==> config.mk <==
export PLATFORM = sky130hd
export DESIGN_NAME = pgalloc_ram
export DESIGN_NICKNAME = d
export VERILOG_FILES = /design/src/hw/rtl/pgalloc_ram.sv
export SDC_FILE = /design/constraint.sdc
export NUM_CORES = 2
export LEC_CHECK = 0
export BUFFER_PORTS_ARGS = -buffer_cell sky130_fd_sc_hd__buf_4
export CORE_ASPECT_RATIO = 1.4
export CORE_MARGIN = 10
export CORE_UTILIZATION = 55
export DETAILED_ROUTE_END_ITERATION = 16
export PLACE_DENSITY_LB_ADDON = 0.12
export RECOVER_POWER = 50
export SYNTH_ARGS = -nofsm -noshare
export SYNTH_HDL_FRONTEND = slang
export SYNTH_SLANG_ARGS = --single-unit
==> constraint.sdc <==
create_clock -name i_clk -period 2.4 [get_ports i_clk]
set_clock_uncertainty 0.05 [all_clocks]
set_input_delay 0.24 -clock i_clk [delete_from_list [all_inputs] [get_ports i_clk]]
set_output_delay 0.24 -clock i_clk [all_outputs]
set_load 0.02 [all_outputs]
==> src/hw/rtl/pgalloc_ram.sv <==
// Generic single-port-write, single-port-read RAM with registered read data.
module pgalloc_ram #(
    parameter int WIDTH = 8,
    parameter int DEPTH = 256
) (
    input  logic                     i_clk,
    input  logic                     i_wr_en,
    input  logic [$clog2(DEPTH)-1:0] i_wr_addr,
    input  logic [WIDTH-1:0]         i_wr_data,
    input  logic                     i_rd_en,
    input  logic [$clog2(DEPTH)-1:0] i_rd_addr,
    output logic [WIDTH-1:0]         o_rd_data
);

    logic [WIDTH-1:0] r_mem [DEPTH];

    always_ff @(posedge i_clk) begin
        if (i_wr_en) begin
            r_mem[i_wr_addr] <= i_wr_data;
        end
        if (i_rd_en) begin
            o_rd_data <= r_mem[i_rd_addr];
        end
    end

endmodule

==> metrics <==
most frequent cells in the layout edfxtp_1, buf_4, mux4_2; synthesis-stage register bit count roughly 2100; Setup-failing EPs final 2; vias per inst 6.30; Min-Delay Path Class primary input to flip-flop; starting density of the core 55.3%; Die Ht 470 um; Period minus WS final 2.46 ns; total gr overflow 0; Routed Antenna Nets 0; final wirelength a little over 200 mm; failing checks max-capacitance violations, max-slew violations, negative setup slack; sequential area share after synthesis between 70% and 80%; area delta synth->final 17.7%; pwr dens 783 nW/um2; 1st-iter DRT viols 4549; Yosys top cell area share 77.5%; syn_nets 3760; Peak VDD IR approximately 0.66 mV; Clock Tree Buf Depth 3; worst hold path stage count 4; Period Utilization, post-route 103%; Worst-path clk slew 0.06 ns; drt first pass iters 6; Rows 165; Global Route Usage Sum 25.8%; syn avg cell area 21.3 um2; vias in the first global route about 43000; Horiz. Die Dim 342 um; top_reg_cell synth edfxtp_1; run status finished with violations; vias 41200; crit path kind flip-flop to flip-flop; Tightest Pin Transition 2.21 ns; Final HPWL DP 136 mm; Nets 4487; Max-Cap Viols 4; commonest non-fill, non-tap cell in the layout edfxtp_1; Worst R2R Path Depth 8; Worst Slack Setup Final -0.0616 ns; CTS Sinks ~2100; CTS tree yes; Post-CTS Setup Inserts 0; CTS Buf Count 183; first-pass GRT wire length around 300 mm; setup TNS -0.0876 ns; Total Die Area 161000 um2; Rel. slew slack -47.2%; Static Leak 30.4 nW; fmax 406 MHz; Fillers 9594; crit start category flip-flop; Avg WL per Cell 31.6 um; Critical Path End Type flip-flop; final hold violations 0; Post-synth ARST share 0%; H-Tree Depth 4; largest net degree at the start of global routing 99; Data arrival, critical path between 2 and 3 ns; Distinct cells, synth 54; DRC viols 0; Fin Hold WS 0.0693 ns; initial antenna violation count 12; peak fanout along the critical path 1; RSZ-0062 raised after global routing yes; layout cells sized above 1 33.7%; Post-Synthesis Cells 3733; synthesized area approximately 80000 um2; Yosys warning total 0; pre-CTS worst setup slack -1.01 ns; EDFF count, synth 2056; fin. max-slew vios 273; PortBufs 34; Worst Path Required 2.91 ns; boundary pin count 35; Clock Tree Root clkbuf_16; core box area around 140000 um2; worst-skew pair later-pin latency 0.84 ns; Synth area leaders edfxtp_1, mux4_2, mux2i_1, nor2_1, a22oi_1; Final GP Congestion approximately 0.9; Synth area leader edfxtp_1
-- per-stage QoR --
step	area, um2	total power (W)	cells	util [%]
2_1_floorplan	79600	0.0423	3733	-
3_3_place_gp	87600	0.0446	6190	60.8
3_5_place_dp	87600	0.0447	6190	60.8
4_1_cts	94000	0.0738	6533	65.2
5_1_grt	93700	0.0754	6533	65.0
6_report	93700	0.0734	6538	65.0
-- power breakdown --
group / internal [W] / switching, W / leakage (nW)
clock network: 0.0165 / 0.0129 / 2.92
logic: 0.00176 / 0.00261 / 9.02
registers: 0.0396 / 0.0000356 / 18.5
-- synthesized netlist by cell type (2+ instances only) --
library cell,n
nor2b_1,31
clkbuf_1,111
mux2i_1,134
nor4_2,3
nand2_1,33
a22o_1,8
a311oi_1,2
and2_1,6
a22oi_1,133
o211ai_1,10
and3b_1,2
buf_6,21
a31oi_1,2
nand2b_1,8
edfxtp_1,2056
o22ai_1,28
o22a_1,5
nor3_1,22
buf_2,31
nand3b_1,2
buf_8,13
nand3_1,34
a2111oi_1,2
o32ai_1,4
buf_4,27
or2_2,4
buf_12,8
nor4_1,24
a211oi_1,16
buf_1,22
a21oi_1,96
o21ai_0,10
a221oi_1,13
mux4_1,2
nand4_1,10
o221ai_1,46
a2111oi_0,2
mux4_2,454
o21ai_1,2
nor2_1,282
-- layout make-up --
| class | instances | area [um2] | share of cell area, % |
|---|---|---|---|
| Antenna cell | 6 | 15.0 | 0.0160 |
| Timing Repair Buffer | 775 | 6640 | 7.08 |
| Clock inverter | 120 | 1090 | 1.17 |
| Tap cell | 1920 | 2400 | 2.56 |
| Multi-Input combinational cell | 1442 | 17000 | 18.1 |
| Sequential cell | 2056 | 61700 | 65.9 |
| Clock buffer | 217 | 4880 | 5.20 |
| Inverter | 2 | 7.51 | 0.00801 |
-- worst paths after layout --
kind / slack [ns] / end / startpoint
setup / recovery: -0.06 / o_rd_data[3] / r_mem[27][3]
hold reg to reg: 1.22 / o_rd_data[1] / r_mem[178][1]
setup reg to reg: -0.06 / o_rd_data[3] / r_mem[27][3]
hold / removal: 0.07 / r_mem[163][1] / i_wr_addr[1]
-- kinds of logic (layout without fill, tap and decap cells) --
| family | count (synthesis) | after routing | synth area share [%] |
|---|---|---|---|
| AO/OA/AOI/OAI | 385 | 385 | 3.42 |
| other | 0 | 6 | 0 |
| flip-flops | 2056 | 2056 | 77.5 |
| buffers and inverters | 235 | 1114 | 1.83 |
| AND/OR/NAND/NOR | 466 | 466 | 2.63 |
| multiplexers | 591 | 591 | 14.6 |
-- registers in the layout (all words and copies together), names as in the netlist --
signal and flops:
r_mem 2048, o_rd_data 8
-- what timing repair did --
item / CTS / global route
pin swaps: 13 / 26
hold buffers: 9 / 0
endpoints found under the hold margin: 273 / 0
resized for setup: 56 / 27
setup endpoints to repair: 8 / 8
-- routing by layer --
metal,vias to the layer above,global-route usage [%],routed length (um)
met5,-,0,86
met2,1811,43.6,106000
li1,17200,-,-
met4,12,11.4,10200
met3,451,4.57,15000
met1,21800,32.6,75600
-- worst max-delay path: stages, from the launching register on --
cell      delay [ns]
edfxtp_1        0.37
mux4_2          0.48
a22o_1          0.25
a221oi_2        0.25
buf_4           0.19
o221ai_4        0.10
a211oi_4        0.31
buf_6           0.16
nor4_4          0.03
(Power assumes the default switching activity.)
